==> config.mk <==
export PLATFORM = sky130hd
export DESIGN_NAME = dns_response_address_parser_core_flat
export DESIGN_NICKNAME = d
export VERILOG_FILES = /design/src/design/dnsrp_pkg.sv /design/src/design/dnsrp_if.sv /design/src/design/dnsrp_parse.sv /design/src/design/dns_response_address_parser_core.sv /design/src/flat_wrapper.sv
export SDC_FILE = /design/constraint.sdc
export NUM_CORES = 1
export LEC_CHECK = 0
export BUFFER_PORTS_ARGS = -buffer_cell sky130_fd_sc_hd__buf_2
export CAP_MARGIN = 20
export CORE_ASPECT_RATIO = 1.1
export CORE_MARGIN = 1
export CORE_UTILIZATION = 49
export CTS_BUF_LIST = sky130_fd_sc_hd__clkbuf_2
export CTS_CLUSTER_SIZE = 16
export DETAILED_ROUTE_END_ITERATION = 16
export PLACE_DENSITY = 0.73
export SLEW_MARGIN = 25
export SYNTH_ARGS = -nofsm -noshare
export SYNTH_HDL_FRONTEND = slang
export SYNTH_SLANG_ARGS = --single-unit
==> constraint.sdc <==
create_clock -name clk -period 3.95 [get_ports clk]
set_input_delay 0.395 -clock clk [delete_from_list [all_inputs] [get_ports clk]]
set_output_delay 0.395 -clock clk [all_outputs]
set_load 0.02 [all_outputs]
==> src/design/dnsrp_pkg.sv <==
// Package: parser phase codes, status codes and the parser state type for the DNS reply parser.
package dnsrp_pkg;

  localparam logic [3:0] PH_HEADER = 4'd0;
  localparam logic [3:0] PH_QNAME  = 4'd1;
  localparam logic [3:0] PH_QLABEL = 4'd2;
  localparam logic [3:0] PH_QTAIL  = 4'd3;
  localparam logic [3:0] PH_ANAME  = 4'd4;
  localparam logic [3:0] PH_ALABEL = 4'd5;
  localparam logic [3:0] PH_APTR   = 4'd6;
  localparam logic [3:0] PH_RHDR   = 4'd7;
  localparam logic [3:0] PH_ADATA  = 4'd8;
  localparam logic [3:0] PH_RDATA  = 4'd9;
  localparam logic [3:0] PH_DONE   = 4'd10;

  localparam logic [2:0] ST_IGNORED = 3'd0;
  localparam logic [2:0] ST_SRVERR  = 3'd1;
  localparam logic [2:0] ST_NOANS   = 3'd2;
  localparam logic [2:0] ST_RESOLVED = 3'd3;
  localparam logic [2:0] ST_NOADDR  = 3'd4;

  localparam logic [7:0]  PTR_MASK     = 8'hC0;
  localparam logic [15:0] RR_FIXED_LEN = 16'd10;
  localparam logic [15:0] TYPE_A       = 16'd1;
  localparam logic [3:0]  HDR_LEN      = 4'd12;

  typedef struct packed {
    logic [3:0]  phase;
    logic [3:0]  offset;     // bytes seen, saturating at the header length
    logic        qr;
    logic        rcode_nz;
    logic [15:0] ans_total;
    logic [15:0] ans_done;
    logic [15:0] skip;
    logic [15:0] rtype;
    logic [7:0]  rlen_hi;
    logic [31:0] addr;
    logic        found;
  } st_t;

endpackage

==> src/design/dnsrp_if.sv <==
// Interfaces: byte input channel and result channel of the DNS reply parser.
interface dnsrp_in_if;
  logic       valid;
  logic       ready;
  logic [7:0] data_byte;
  logic       last_byte;
  modport source (output valid, output data_byte, output last_byte, input ready);
  modport sink (input valid, input data_byte, input last_byte, output ready);
endinterface

interface dnsrp_out_if;
  logic        valid;
  logic        ready;
  logic [2:0]  status;
  logic [31:0] address;
  modport source (output valid, output status, output address, input ready);
  modport sink (input valid, input status, input address, output ready);
endinterface

==> src/design/dnsrp_parse.sv <==
// Next-state and status logic of the DNS reply parser for one byte.
module dnsrp_parse (
  input  dnsrp_pkg::st_t st,
  input  logic [7:0]     data_byte,
  output dnsrp_pkg::st_t nxt,
  output logic [2:0]     status,
  output logic [31:0]    address
);
  import dnsrp_pkg::*;

  logic [15:0] skip_dec;
  logic [15:0] done_inc;
  logic [15:0] len_now;
  logic        is_ptr;

  assign skip_dec = st.skip - 16'd1;
  assign done_inc = st.ans_done + 16'd1;
  assign len_now  = {st.rlen_hi, data_byte};
  assign is_ptr   = (data_byte & PTR_MASK) == PTR_MASK;

  always_comb begin
    nxt = st;
    if (st.offset != HDR_LEN) begin
      nxt.offset = st.offset + 4'd1;
    end
    unique case (st.phase)
      PH_HEADER: begin
        unique case (st.offset)
          4'd2:  nxt.qr = data_byte[7];
          4'd3:  nxt.rcode_nz = data_byte[3:0] != 4'd0;
          4'd6:  nxt.ans_total = {data_byte, 8'h00};
          4'd7:  nxt.ans_total = {st.ans_total[15:8], data_byte};
          4'd11: begin
            if (!st.qr || st.rcode_nz || st.ans_total == 16'd0) nxt.phase = PH_DONE;
            else nxt.phase = PH_QNAME;
          end
          default: ;
        endcase
      end
      PH_QNAME: begin
        if (data_byte == 8'd0) begin
          nxt.phase = PH_QTAIL;
          nxt.skip  = 16'd4;
        end else if (is_ptr) begin
          nxt.phase = PH_QTAIL;
          nxt.skip  = 16'd5;
        end else begin
          nxt.phase = PH_QLABEL;
          nxt.skip  = {8'h00, data_byte};
        end
      end
      PH_QLABEL: begin
        nxt.skip = skip_dec;
        if (skip_dec == 16'd0) nxt.phase = PH_QNAME;
      end
      PH_QTAIL: begin
        nxt.skip = skip_dec;
        if (skip_dec == 16'd0) nxt.phase = PH_ANAME;
      end
      PH_ANAME: begin
        if (data_byte == 8'd0) begin
          nxt.phase = PH_RHDR;
          nxt.skip  = RR_FIXED_LEN;
        end else if (is_ptr) begin
          nxt.phase = PH_APTR;
        end else begin
          nxt.phase = PH_ALABEL;
          nxt.skip  = {8'h00, data_byte};
        end
      end
      PH_ALABEL: begin
        nxt.skip = skip_dec;
        if (skip_dec == 16'd0) nxt.phase = PH_ANAME;
      end
      PH_APTR: begin
        nxt.phase = PH_RHDR;
        nxt.skip  = RR_FIXED_LEN;
      end
      PH_RHDR: begin
        // skip counts 10 down to 1: type at 10/9, data length at 2/1
        if (st.skip == 16'd10) nxt.rtype = {data_byte, 8'h00};
        else if (st.skip == 16'd9) nxt.rtype = {st.rtype[15:8], data_byte};
        else if (st.skip == 16'd2) nxt.rlen_hi = data_byte;
        nxt.skip = skip_dec;
        if (skip_dec == 16'd0) begin
          if (st.rtype == TYPE_A && len_now == 16'd4) begin
            nxt.phase = PH_ADATA;
            nxt.skip  = 16'd4;
            nxt.addr  = '0;
          end else if (len_now == 16'd0) begin
            nxt.ans_done = done_inc;
            nxt.phase    = (done_inc >= st.ans_total) ? PH_DONE : PH_ANAME;
          end else begin
            nxt.phase = PH_RDATA;
            nxt.skip  = len_now;
          end
        end
      end
      PH_ADATA: begin
        nxt.addr = {st.addr[23:0], data_byte};
        nxt.skip = skip_dec;
        if (skip_dec == 16'd0) begin
          nxt.found = 1'b1;
          nxt.phase = PH_DONE;
        end
      end
      PH_RDATA: begin
        nxt.skip = skip_dec;
        if (skip_dec == 16'd0) begin
          nxt.ans_done = done_inc;
          nxt.phase    = (done_inc >= st.ans_total) ? PH_DONE : PH_ANAME;
        end
      end
      default: ;
    endcase
  end

  always_comb begin
    address = 32'd0;
    priority if (st.offset < 4'd11 || !nxt.qr) begin
      status = ST_IGNORED;
    end else if (nxt.rcode_nz) begin
      status = ST_SRVERR;
    end else if (nxt.ans_total == 16'd0) begin
      status = ST_NOANS;
    end else if (nxt.found) begin
      status  = ST_RESOLVED;
      address = nxt.addr;
    end else begin
      status = ST_NOADDR;
    end
  end

endmodule

==> src/design/dns_response_address_parser_core.sv <==
// Top level: DNS reply parser, input register, parser state and result register.
// Path: a last byte goes through the input register, then its result is held in the result register.
// Throughput: one byte per cycle; the input stage stalls only when a result is
// waiting and the byte in the input register is a last byte.
// Reset (synchronous, rst_n low) empties both stages and puts the parser in the
// header phase; the parser also returns there after every last byte.
module dns_response_address_parser_core (
  input logic        clk,
  input logic        rst_n,
  dnsrp_in_if.sink   in_ch,
  dnsrp_out_if.source out_ch
);
  import dnsrp_pkg::*;

  logic        in_vld_r;
  logic [7:0]  byte_r;
  logic        last_r;
  st_t         st_r;
  st_t         st_nxt;
  logic [2:0]  status_nxt;
  logic [31:0] address_nxt;
  logic        out_vld_r;
  logic [2:0]  status_r;
  logic [31:0] address_r;
  logic        adv;

  dnsrp_parse u_parse (
    .st        (st_r),
    .data_byte (byte_r),
    .nxt       (st_nxt),
    .status    (status_nxt),
    .address   (address_nxt)
  );

  assign adv         = in_vld_r && (!last_r || !out_vld_r || out_ch.ready);
  assign in_ch.ready = !in_vld_r || adv;

  always_ff @(posedge clk) begin
    if (!rst_n) begin
      in_vld_r <= 1'b0;
    end else if (in_ch.valid && in_ch.ready) begin
      in_vld_r <= 1'b1;
    end else if (adv) begin
      in_vld_r <= 1'b0;
    end
  end

  always_ff @(posedge clk) begin
    if (in_ch.valid && in_ch.ready) begin
      byte_r <= in_ch.data_byte;
      last_r <= in_ch.last_byte;
    end
  end

  always_ff @(posedge clk) begin
    if (!rst_n) begin
      st_r <= '0;
    end else if (adv) begin
      st_r <= last_r ? '0 : st_nxt;
    end
  end

  always_ff @(posedge clk) begin
    if (!rst_n) begin
      out_vld_r <= 1'b0;
    end else if (adv && last_r) begin
      out_vld_r <= 1'b1;
    end else if (out_ch.ready) begin
      out_vld_r <= 1'b0;
    end
  end

  always_ff @(posedge clk) begin
    if (adv && last_r) begin
      status_r  <= status_nxt;
      address_r <= address_nxt;
    end
  end

  assign out_ch.valid   = out_vld_r;
  assign out_ch.status  = status_r;
  assign out_ch.address = address_r;

`ifndef SYNTHESIS
  a_addr_zero: assert property (@(posedge clk) disable iff (!rst_n)
    out_vld_r && status_r != ST_RESOLVED |-> address_r == 32'd0)
    else $error("address nonzero without resolved status");

  a_status_range: assert property (@(posedge clk) disable iff (!rst_n)
    out_vld_r |-> status_r <= ST_NOADDR)
    else $error("status code out of range");

  a_clear_after_last: assert property (@(posedge clk) disable iff (!rst_n)
    adv && last_r |=> st_r.phase == PH_HEADER && st_r.offset == 4'd0)
    else $error("parser not cleared after last byte");

  a_label_skip: assert property (@(posedge clk) disable iff (!rst_n)
    st_r.phase == PH_QLABEL || st_r.phase == PH_ALABEL |-> st_r.skip != 16'd0)
    else $error("label phase with nothing left to skip");

  a_no_result_drop: assert property (@(posedge clk) disable iff (!rst_n)
    out_vld_r && !out_ch.ready |=> out_vld_r && $stable(status_r) && $stable(address_r))
    else $error("pending result overwritten");
`endif

endmodule

==> src/flat_wrapper.sv <==
// flat-port wrapper written by rule: the top's interface ports become plain ports
module dns_response_address_parser_core_flat import dnsrp_pkg::*;
  (clk, rst_n, in_ch_valid, in_ch_data_byte, in_ch_last_byte, in_ch_ready, out_ch_valid, out_ch_status, out_ch_address, out_ch_ready);
  dnsrp_in_if in_ch_i ();
  dnsrp_out_if out_ch_i ();
  input logic clk;
  input logic rst_n;
  input wire logic [$bits(in_ch_i.valid)-1:0] in_ch_valid;
  input wire logic [$bits(in_ch_i.data_byte)-1:0] in_ch_data_byte;
  input wire logic [$bits(in_ch_i.last_byte)-1:0] in_ch_last_byte;
  output wire logic [$bits(in_ch_i.ready)-1:0] in_ch_ready;
  output wire logic [$bits(out_ch_i.valid)-1:0] out_ch_valid;
  output wire logic [$bits(out_ch_i.status)-1:0] out_ch_status;
  output wire logic [$bits(out_ch_i.address)-1:0] out_ch_address;
  input wire logic [$bits(out_ch_i.ready)-1:0] out_ch_ready;
  assign in_ch_i.valid = in_ch_valid;
  assign in_ch_i.data_byte = in_ch_data_byte;
  assign in_ch_i.last_byte = in_ch_last_byte;
  assign in_ch_ready = in_ch_i.ready;
  assign out_ch_valid = out_ch_i.valid;
  assign out_ch_status = out_ch_i.status;
  assign out_ch_address = out_ch_i.address;
  assign out_ch_i.ready = out_ch_ready;
  dns_response_address_parser_core u_core (.clk(clk), .rst_n(rst_n), .in_ch(in_ch_i), .out_ch(out_ch_i));
endmodule
* Yosys cells after proc, flatten, opt, wreduce, memory -nomap -nowiden
Index checks and enable logic that the tools add are counted.
W data, S select, Z words.
** Cells by class
- $mul :: 0
- Equality and inequality tests :: 32
- Magnitude comparators :: 2
- Shifts and indexed selects :: 0
- Bitwise gates (word level) :: 1
- Divide/modulo/power cells :: 0
- Add/subtract/negate cells :: 3
- Reduce and logical (&&, ||, !) cells :: 44
- Muxes and demuxes :: 51
** Operators by type and width (number)
- $mux W16 :: 8
- $mux W115 :: 1
- $mux W32 :: 3
- $pmux W16 S5 :: 1
- $logic_not A16 Y1 :: 4
- $pmux W16 S2 :: 2
- $pmux W32 S2 :: 1
- $mux W4 :: 12
- $mux W8 :: 6
- $pmux W4 S9 :: 1
- $eq A16 B4 Y1 const B :: 2
- $eq A4 B3 Y1 const B :: 6
- $mux W24 :: 1
- $mux W18 :: 1
- $ne A3 B2 Y1 const B :: 6
- $add A16 B1 Y16 const B :: 1
- $eq A16 B1 Y1 const B :: 1
- $eq A16 B2 Y1 const B :: 1
- $eq A16 B3 Y1 const B :: 1
- $eq A4 B2 Y1 const B :: 4
- $ge A16 B16 Y1 :: 1
- $sub A16 B1 Y16 const B :: 1
- $eq A4 B4 Y1 const B :: 3
- $reduce_bool A2 Y1 :: 6
- other kinds (30) :: 59
** Word-level totals
- Bits in writable memories :: 0
- Input bits :: 13
- Latch bits :: 0
- Memories :: 0
- Logic and storage cells :: 153
- Bits in read-only memories :: 0
- Register bits :: 161
- Output and inout port bits :: 37

* Depth between registers and ports, before layout
- Depth in word-level cells :: 8
- Mapped depth :: 14
- Gate-level depth less buffers :: 14

* Hierarchy
A second synthesis with hierarchy kept.
** Second synthesis, totals
- Cell total of the unflattened synthesis :: 897
- Area total of the unflattened synthesis :: 8733.4 µm²
** By module, submodules not included
- dns_response_address_parser_core :: area each 4862.2 µm², cells an instance 313, instances 1, seq. area each 3663.5 µm²
- dnsrp_parse :: area each 3871.2 µm², cells an instance 584, instances 1, seq. area each 0.0 µm²

* Worst setup path before layout
Ideal clock, no wire load.
- Path kind :: register to register
- Start point :: register u_core.st_r[59] (netlist name)
- End point :: register u_core.st_r[78] (netlist name)
- Arrival time :: 3147 ps
- Stages on the path, launching flop included :: 12
- Path buffers :: 4
- Setup slack :: 730 ps
- Setup time :: 73 ps
- Period minus slack after synthesis :: 3220 ps
- Required time :: 3877 ps
- Cell sequence :: dfxtp_1 -> buf_6 -> or4_1 -> buf_2 -> o41a_1 -> or4_4 -> or3_1 -> buf_6 -> or3_4 -> buf_6 -> or3_1 -> o211ai_2
** Between the ends
- Word-level cells in the longest chain between the ends :: 4
- Elaborated cells between the ends (all ways) :: 5
- Classes of those cells :: 1 x add/sub; 2 x eq/ne; 2 x reduce/logical
** RTL lines
- start: declaration :: RTL line dns_response_address_parser_core.sv:18 : st_t st_r;
- start signal: assignment :: RTL line dns_response_address_parser_core.sv:59 : st_r <= last_r ? '0 : st_nxt;
- $sub A16 B1 Y16 * :: RTL line dnsrp_parse.sv:16 : assign skip_dec = st.skip - 16'd1;
- $logic_not A16 Y1 * :: RTL line dnsrp_parse.sv:85, dnsrp_parse.sv:109
- $ne A3 B2 Y1 (no line)
- $reduce_and A6 Y1 (no line) *
Every way passes the cells marked *; elsewhere a longest branch is shown, timed or not.
A chain may end at the register's enable or synchronous reset.

* Worst setup path after layout
- Start point :: register u_core.st_r[111] (netlist name)
- End point :: register u_core.address_r[6] (netlist: u_core.out_ch.address[6]), data pin
** Between the ends
- Word-level cells in the longest chain between the ends :: 5
- Elaborated cells between the ends (all ways) :: 11
- Classes of those cells :: 2 x eq/ne; 3 x mux; 1 x bitwise; 5 x reduce/logical
** RTL lines
- branches (longest 5 deep; another with $mux W18)
- end signal: assignment :: RTL line dns_response_address_parser_core.sv:76 : address_r <= address_nxt;
- end: declaration :: RTL line dns_response_address_parser_core.sv:24 : logic [31:0] address_r;
Several ways; the timed one is not identified.

==> summary.md <==
| Metric | Value |
|---|---|
| Status | `finished, final reports clean` |
| Post-synthesis xor/xnor area fraction | `0.0189` |
| Cell depth of the worst flop-to-flop path | `8` |
| Wire length per cell | `17.3 um` |
| Non-Filler Instances | `1259` |
| Total Neg Setup Slack | `0 ns` |
| Number of global-route vias before repair | `6985` |
| Leak | `3.36 nW` |
| Antenna violations before repair | `1` |
| Final hold viol count | `0` |
| CP Capture Point | `u_core.out_ch.address[6]$_SDFFCE_PP0P_` |
| Starting Density | `0.505` |
| DP HPWL | `14.9 mm` |
| Power per cell area | `303 mW/mm^2` |
| TritonCTS clock tree | `built` |
| Synth top area share | `0.281` |
| Core area | `0.0165 mm^2` |
| Vias | `7642` |
| Die area | `0.0175 mm^2` |
| Synth Net Count | `1033` |
| Simple-gate share of the synthesized area | `0.218` |
| Total grt overflow | `0` |
| Tcrit/Tclk final | `0.892` |
| Clock root buffer | `clkbuf_2` |
| Mapped Cells | `997` |
| Largest net degree at the start of global routing | `51` |
| DRT Pass-1 Iters | `8` |
| Slew Limit Headroom | `0.392` |
| Total of warnings raised by yosys | `0` |
| Reg2Reg Capture Point | `u_core.out_ch.address[6]$_SDFFCE_PP0P_` |
| Final WL | `21.8 mm` |
| Area Growth Syn to Fin | `9.98%` |
| Clock slew at reported path FFs | `0.26 ns` |
| VDD IR-drop max | `0.263 mV` |
| Worst slew pin tran | `0.905 ns` |
| Top area cells in the synthesized netlist | `dfxtp_1, edfxtp_1, nor2_1` |
| Yosys reg bits | `161` |
| Final Wtd Congestion | `0.934` |
| Crit path max fanout | `32` |
| Reg2reg start | `u_core.st_r[111]$_SDFFE_PN0P_` |
| Tmin final | `3.53 ns` |
| Post-synth EDFFs | `44` |
| Critical path launch point type | `register` |
| Hold/Removal Path Class | `in2reg` |
| Number of max-cap violations | `0` |
| Layout cells sized above 1 | `0.119` |
| Worst-Skew Late Latency | `0.80 ns` |
| Share of flip-flops with an asynchronous set or reset | `0` |
| IO Count | `50` |
| Clk buf depth | `2` |
| Die X-Extent | `126 um` |
| WP buf/inv | `1` |
| Critical path's largest stage delay | `0.63 ns` |
| Routed Antenna Nets | `0` |
| Final setup fails | `0` |
| Fin Hold WS | `0.304 ns` |
| Required time of the critical path | `4.51 ns` |
| Synthesized area per cell | `8.35 um^2` |
| Drt initial violations | `767` |
| CP dominant cell by count | `or4_1` |
| CTS H-tree lvls | `4` |
| Placement Rows | `49` |
| Drt via density | `6.07` |
| CP max-delay cell | `or4_1` |
| Multiplexer share of the synthesized area | `0.0108` |
| Seq/Total Area, Yosys | `0.440` |
| I/O Buffers | `49` |
| Largest family of logic cells by synthesized area | `compound AO/OA/AOI/OAI gates` |
| Total Routing Usage GR | `0.255` |
| Die height | `139 um` |
| Top FF cell, synth | `dfxtp_1` |
| Setup ws final | `0.425 ns` |
| DRC | `0` |
| RSZ-0062 raised after global routing | `no` |
| Crit path kind | `reg2reg` |
| Post-cts repair resize count | `0` |
| Mapped Area | `0.00833 mm^2` |
| Post-synth top area cell | `dfxtp_1` |
| Fin nets | `1077` |
| Max Freq | `284 MHz` |
| Yosys cell types | `66` |
| Complex-gate fraction of the synthesized area | `0.228` |
| Worst Setup SP | `u_core.st_r[111]$_SDFFE_PN0P_` |
| CP delay by family, top | `simple AND/OR/NAND/NOR gates` |
| Clock sinks | `161` |
| Crit-path cells | `or4_1, or4_1, a22o_1, or4_1, or3_1, nand3_1, buf_4, nor2_1` |
| Endpoint class of the critical path | `register` |
| R2R Setup Slk | `0.42 ns` |
| Adder-cell share of the synthesized area | `0.0346` |
| Placed insts | `1213` |
| Clock Skew | `0.0548 ns` |
| Levels on crit path | `8` |
| Pre-CTS WS | `0.479 ns` |
| First-pass GRT wire length | `35.5 mm` |
| Num CTS Buffers | `17` |
| Arr. time, crit path | `4.09 ns` |
| Slew Viols, Final | `0` |
layer usage:
metal	track usage	up-vias	wire (um)
met1	0.346	3581	9680
li1	-	3708	-
met4	0.110	0	518
met5	0	-	0
met2	0.396	311	10000
met3	0.0478	42	1620
report_power, final:
| group | switching, mW | total [mW] | internal, mW |
|---|---|---|---|
| Clock | 0.704 | 0.915 | 0.210 |
| Sequential | 0.0172 | 1.73 | 1.71 |
| Combinational | 0.0935 | 0.132 | 0.0381 |
| Total | 0.815 | 2.77 | 1.96 |
kinds of logic (layout without fill, tap and decap cells):
group                    Yosys count  after routing
AO/OA/AOI/OAI                    297            297
XOR/XNOR                          18             18
adder cells (fa/ha/maj)           23             23
buffers and inverters            103            160
flip-flops                       161            161
multiplexers                       9              9
other                              0              1
AND/OR/NAND/NOR                  386            386
layout by cell type (no fill, tap or decap), types with 14 or more instances in the layout:
cell	netlist	routed
a21oi_1	78	78
a22oi_1	56	56
buf_2	4	49
buf_4	0	27
clkbuf_2	0	17
dfxtp_1	117	117
edfxtp_1	44	44
ha_1	23	23
inv_1	38	38
nand2_1	111	111
nand3_1	15	15
nor2_1	139	139
nor3_1	23	22
nor4_1	17	17
o21ai_0	71	71
or4_1	14	14
cell type report:
class,count,area [um^2]
Sequential cell,161,3660
Inverter,39,146
Clock buffer,17,85.1
Multi-Input combinational cell,733,4270
Antenna cell,1,2.50
Clock inverter,15,155
Fill cell,1520,7340
Timing Repair Buffer,89,578
Tap cell,204,255
synthesized netlist by cell type (4+ instances only):
cell type  count
buf_2          4
nor2_1       139
a221oi_1       4
or2_2          5
a21o_1         9
a22o_1        10
inv_1         38
nor3_1        23
o21ai_1        4
nand3b_1       6
nor4_1        17
dfxtp_1      117
nand2_1      111
or3_1          8
buf_1          4
mux2i_1        9
o21a_1         4
nand3_1       15
and2_1         5
clkbuf_1      53
nand2b_1      11
and3_1         6
a21oi_1       78
a22oi_1       56
nand4_1        9
o31ai_1        8
a32oi_1        8
o21ai_0       71
edfxtp_1      44
xor2_1         8
ha_1          23
xnor2_1       10
a31oi_1       14
or4_1         14
registers in the layout (all words and copies together), names as in the netlist:
name / flops
u_core.out_ch.address: 32
u_core.out_ch.status: 3
u_core.last_r: 1
u_core.byte_r: 8
u_core.out_ch.valid: 1
u_core.st_r: 115
u_core.in_vld_r: 1
stage by stage:
| step | utilization | instance area, um^2 | power [mW] |
|---|---|---|---|
| finish | 0.555 | 9160 | 2.77 |
| global route | 0.555 | 9160 | 2.86 |
| CTS | 0.555 | 9150 | 2.79 |
| detailed placement | 0.533 | 8780 | 1.88 |
| global placement | 0.533 | 8780 | 1.87 |
| floorplan | - | 8330 | 1.82 |
how the worst min path moves through the flow:
stage                                           start                           to  slack [ns]  depth (start not counted)
after floorplan           u_core.st_r[0]$_SDFFE_PN0P_  u_core.st_r[0]$_SDFFE_PN0P_        0.44                          2
after global placement    u_core.st_r[0]$_SDFFE_PN0P_  u_core.st_r[0]$_SDFFE_PN0P_        0.46                          2
after detailed placement  u_core.st_r[0]$_SDFFE_PN0P_  u_core.st_r[0]$_SDFFE_PN0P_        0.47                          2
after CTS                          in_ch_data_byte[1]   u_core.byte_r[1]$_DFFE_PP_        0.25                          2
after global routing               in_ch_data_byte[4]   u_core.byte_r[4]$_DFFE_PP_        0.25                          2
final                              in_ch_data_byte[1]   u_core.byte_r[1]$_DFFE_PP_        0.30                          2
repair_timing:
action                                 4_1_cts  5_1_grt
endpoints found under the hold margin       22        0
buffers inserted                             0        0
hold buffers                                13        0
setup endpoints to repair                    0        0
(Power assumes the default switching activity.)
